<file path="src/design/dsu_pkg.sv">
// Shared types and constants for the union-find by size block.
// No dependencies; compiled first.
`default_nettype none

package dsu_pkg;

  localparam int unsigned NODE_COUNT_DEF = 1024;
  localparam int unsigned NODE_W         = 10;
  localparam int unsigned SIZE_W         = 11;

  typedef struct packed {
    logic              mode;
    logic [NODE_W-1:0] node_a;
    logic [NODE_W-1:0] node_b;
  } req_t;

  typedef struct packed {
    logic [NODE_W-1:0] root_a;
    logic [NODE_W-1:0] root_b;
    logic              joined;
    logic              same_set;
    logic [SIZE_W-1:0] merged_size;
  } rsp_t;

  localparam logic MODE_UNION = 1'b0;
  localparam logic MODE_FIND  = 1'b1;

endpackage

`default_nettype wire

</file>
<file path="src/design/dsu_mod_reduce.sv">
// Reduces both node indices of a request modulo the node count.
// Reciprocal multiplication when needed, otherwise a registered mask. Uses dsu_pkg.
`default_nettype none

module dsu_mod_reduce
  import dsu_pkg::*;
#(
  parameter int unsigned NODE_COUNT = NODE_COUNT_DEF,
  parameter int unsigned IW         = $clog2(NODE_COUNT)
) (
  input  wire logic              clk_i,
  input  wire logic              rst_ni,
  input  wire logic              start_i,
  input  wire logic [NODE_W-1:0] node_a_i,
  input  wire logic [NODE_W-1:0] node_b_i,
  output logic                   done_o,
  output logic      [IW-1:0]     idx_a_o,
  output logic      [IW-1:0]     idx_b_o
);

  localparam bit NEED_MOD = (NODE_COUNT < (1 << NODE_W)) &&
                            ((NODE_COUNT & (NODE_COUNT - 1)) != 0);

  if (NEED_MOD) begin : g_recip
    // quotient = (x * RECIP) >> SH, exact for every NODE_W-bit x
    localparam int unsigned SH = NODE_W + $clog2(NODE_COUNT);
    localparam int unsigned MW = NODE_W + 2;
    localparam int unsigned PW = NODE_W + MW;
    localparam int unsigned QW = PW - SH;
    localparam logic [MW-1:0]     RECIP = MW'(((1 << SH) + NODE_COUNT - 1) / NODE_COUNT);
    localparam logic [NODE_W-1:0] NC    = NODE_W'(NODE_COUNT);

    logic [PW-1:0]     prod_a, prod_b;
    logic [NODE_W-1:0] qn_a, qn_b;
    logic [NODE_W-1:0] x_a_q, x_b_q, rem_a_q, rem_b_q;
    logic [QW-1:0]     quo_a_q, quo_b_q;
    logic              step_q, done_q;

    assign prod_a = {{MW{1'b0}}, node_a_i} * {{NODE_W{1'b0}}, RECIP};
    assign prod_b = {{MW{1'b0}}, node_b_i} * {{NODE_W{1'b0}}, RECIP};
    assign qn_a   = NODE_W'({{NODE_W{1'b0}}, quo_a_q} * {{QW{1'b0}}, NC});
    assign qn_b   = NODE_W'({{NODE_W{1'b0}}, quo_b_q} * {{QW{1'b0}}, NC});

    always_ff @(posedge clk_i or negedge rst_ni) begin
      if (!rst_ni) begin
        step_q <= 1'b0;
        done_q <= 1'b0;
      end else begin
        step_q <= start_i;
        done_q <= step_q;
      end
    end

    always_ff @(posedge clk_i) begin
      if (start_i) begin
        x_a_q   <= node_a_i;
        x_b_q   <= node_b_i;
        quo_a_q <= prod_a[PW-1:SH];
        quo_b_q <= prod_b[PW-1:SH];
      end
      if (step_q) begin
        rem_a_q <= x_a_q - qn_a;
        rem_b_q <= x_b_q - qn_b;
      end
    end

    assign done_o  = done_q;
    assign idx_a_o = IW'(rem_a_q);
    assign idx_b_o = IW'(rem_b_q);
  end else begin : g_mask
    logic [IW-1:0] idx_a_q, idx_b_q;
    logic          done_q;

    always_ff @(posedge clk_i or negedge rst_ni) begin
      if (!rst_ni) begin
        done_q <= 1'b0;
      end else begin
        done_q <= start_i;
      end
    end

    always_ff @(posedge clk_i) begin
      if (start_i) begin
        idx_a_q <= IW'(node_a_i);
        idx_b_q <= IW'(node_b_i);
      end
    end

    assign done_o  = done_q;
    assign idx_a_o = idx_a_q;
    assign idx_b_o = idx_b_q;
  end

endmodule

`default_nettype wire

</file>
<file path="config.mk">
export PLATFORM = sky130hd
export DESIGN_NAME = dsu_mod_reduce
export DESIGN_NICKNAME = d
export VERILOG_FILES = /design/src/design/dsu_pkg.sv /design/src/design/dsu_mod_reduce.sv
export SDC_FILE = /design/constraint.sdc
export NUM_CORES = 1
export LEC_CHECK = 0
export ABC_AREA = 1
export ABC_CLOCK_PERIOD_IN_PS = 800
export BUFFER_PORTS_ARGS = -buffer_cell sky130_fd_sc_hd__buf_2
export CORE_UTILIZATION = 34
export DETAILED_ROUTE_END_ITERATION = 10
export GPL_TIMING_DRIVEN = 0
export PLACE_DENSITY = 0.78
export SKIP_LAST_GASP = 1
export SLEW_MARGIN = 25
export SYNTH_ARGS = -nofsm -noshare
export SYNTH_HDL_FRONTEND = slang
export SYNTH_SLANG_ARGS = --single-unit
</file>
<file path="constraint.sdc">
create_clock -name clk_i -period 0.8 [get_ports clk_i]
set_clock_uncertainty 0.15 [all_clocks]
set_input_delay 0.12 -clock clk_i [delete_from_list [all_inputs] [get_ports clk_i]]
set_output_delay 0.12 -clock clk_i [all_outputs]
set_load 0.03 [all_outputs]
</file>
==> Word-level counts from Yosys, hierarchy flattened <==
Index checks and enable logic that the tools add are counted.
{ "word_totals": {"wordCells": 3, "regBits": 21, "in_bits": 23} }

==> Longest topological paths before layout <==
{ "depth": {"word_depth": 0, "ltp_mapped": 0} }

==> Least setup slack after synthesis <==
OpenSTA, ideal clock, no wires.
{ "synth_timing": {"path_kind": "reg-to-output", "startpoint": "register g_mask.idx_a_q[0], in the netlist idx_a_o[0]", "endpoint": "output idx_a_o[0]", "path_stages_with_launch": 1, "t_arrival_ps": 496, "n_path_buf": 0, "t_required_ps": 530, "setup_slack_ps": 34, "path_cell_list": "edfxtp_1"} }
{ "synth_rtl": {"columns": ["element", "line", "source"], "rows": [
  ["start: declaration", "dsu_mod_reduce.sv:71", "logic [IW-1:0] idx_a_q, idx_b_q;"],
  ["start signal: assignment", "dsu_mod_reduce.sv:84", "idx_a_q <= IW'(node_a_i);"],
  ["end: declaration", "dsu_mod_reduce.sv:17", "output logic [IW-1:0] idx_a_o,"]
]} }
No word-level cell between the ends.

==> Final worst setup path <==
{ "layout_timing": {"startpoint": "register g_mask.idx_a_q[3], in the netlist idx_a_o[3]", "endpoint": "output idx_a_o[3]"} }
No word-level cell between the ends.

==> impl_metrics.yaml <==
floorplan:
  die_area_um2: 2020
  die_x_um: 44.9
  initial_utilization_pct: 36.2
  dieHeight_um: 44.9
  coreArea_um2: 1730
  io_pins: 44
  num_rows: 15
yosys:
  synthesis.area_um2: 626
  netlist_instances: 21
  yosys-mux-area-fraction_pct: 0
  synth-seq-area-share_pct: 100
  ys_ff_latch: 21
  synth_nets: 44
  yosysWarnings: 0
  syn_area_per_cell_um2: 29.8
  post_synth_xor_area_fraction_pct: 0
  synth_adder_area_share_pct: 0
  synthSimpleGateAreaFrac_pct: 0
  ys_types: 2
  synth_compound_area_share_pct: 0
cts:
  cts_made_buffers: 3
  cts-root-buf: "clkbuf_4"
  cts_tree: "built"
  cts_sinks: 21
  path_clk_slew_ps: 110
  htree_num_levels: 1
  hold_buffers: 1
  postCtsSetupBuffers: 0
  ctsLongestPathBuffers: 2
worst_setup_path:
  cp-end-kind: "output port"
  crit_buf_inv: 1
  crit_required_ps: 530
  path_max_fanout: 1
  arrival_ps: 850
  crit_chain: "buf_6"
  critical_path_class: "flop to output port"
  start_kind: "flop"
  cpPeakStageDelay_ps: 410
  path_delay_family: "flip-flops"
  crit_slowest_cell: "edfxtp_1"
sta:
  max_slew.worst_pin.slew_ps: 430
  fin_crit_ps: 1120
  period_share_pct: 140
  hold_viol_final: 21
  fin_hold_ws_ps: -149
  drv_slew: 0
  setup_viol: 21
  rsz0062_at_grt: "true"
  slew_headroom_pct: 71.3
  timing.fmax_mhz: 892
  tns_ps: -6330
  worst_slack_ps: -321
finish:
  instances_no_fill: 94
  nets: 93
  synthToLayoutAreaGrowth_pct: 66.2
  fillers: 141
  multiInputGateArea_um2: 0
  num-multi-input-gates: 0
  n_antenna_cell: 0
  final_core_util_pct: 60.2
  drive_gt1_share_pct: 66.7
worst_hold_path:
  holdPathStages: 1
  holdPathEnd: "idx_a_o[4]"
  min_path_type: "primary input to flop"
  hp-start: "node_a_i[4]"
power:
  peakVddDrop_mv: 1.39
  p_per_area_nw_per_um2: 2140
  cellLeakagePower_nw: 0.440
  report.power.total_mw: 2.22
detailed_routing:
  drt_wl_total_mm: 1.09
  vias: 386
  viasPerCell: 4.11
  detail_route.first_pass.iterations: 1
  drc: 0
  drtAntennaViolNets: 0
  wl_per_cell_um: 11.6
  drt_iter0_drc: 0
placement:
  routabilityCongestion: 0.604
  dp_cells: 89
  numPortBuffers: 43
  post-place-ws_ps: -209
run_status:
  violations: "negative hold slack, negative setup slack"
  outcome: "complete, but fails checks"
global_routing:
  antenna_found_initial: 0
  grt_use_total_pct: 11.7
  overflow: 0
  grt_max_degree: 22
  grt_first_pass_wirelength_mm: 1.57
  grt_pass1_vias: 402
run:
  cap_viol_max_count: 0
## synthesized netlist by cell type
master | n | area (µm²)
dfrtp_1 | 1 | 25.0
edfxtp_1 | 20 | 601
## worst max path at each step
stage,endpoint,cells past startpoint,slack [ps],from
6_report,idx_a_o[3],1,-320,idx_a_o[3]
5_1_grt,idx_b_o[8],1,-360,idx_b_o[8]
4_1_cts,idx_a_o[2],1,-340,idx_a_o[2]
3_5_place_dp,idx_a_o[9],1,-210,start_i
3_3_place_gp,idx_b_o[9],1,-180,start_i
2_1_floorplan,idx_a_o[0],0,30,idx_a_o[0]
## metal layers
layer | track usage, % | part of all wire (%) | up-vias
met1 | 8.67 | 29 | 171
met2 | 24.7 | 57 | 35
met5 | 0 | 0 | -
li1 | - | - | 180
met4 | 5.45 | 0 | 0
met3 | 4.40 | 13 | 0
## per-stage QoR
step | hold WS [ps] | instance area (µm²)
finish | -149 | 1040
global route | -171 | 1040
CTS | -158 | 1040
detailed placement | -251 | 872
global placement | -254 | 872
floorplan | -326 | 626
## placed cells by master (no fill, tap or decap)
cell type and n:
buf_2 22, buf_6 21, clkbuf_1 1, clkbuf_4 3, dfrtp_1 1, dlygate4sd3_1 1, edfxtp_1 20
## where the power goes
part	internal, mW	leakage (nW)	total (mW)	switching [mW]
logic	0.189	0.218	0.418	0.229
registers	1.30	0.207	1.34	0.0383
clock network	0.193	0.0150	0.469	0.275
total	1.68	0.440	2.22	0.543
## logic make-up after synthesis
group / Yosys count
DFF: 21
## cell type report
class	instances	area [µm²]	share of cell area (%)
clock buffers	4	26.3	2.53
flip-flops and latches	21	626	60.2
well taps	25	31.3	3.01
repair buffers	44	357	34.3
## repair_timing
item	in CTS	in global routing
gates cloned	0	0
resized for setup	42	0
endpoints found under the hold margin	21	21
setup endpoints to repair	21	21
## flip-flops by register name, indices dropped and copies added (netlist names)
name,count
done_o,1
idx_b_o,10
idx_a_o,10
No activity file was read; power rests on OpenSTA's default activity.
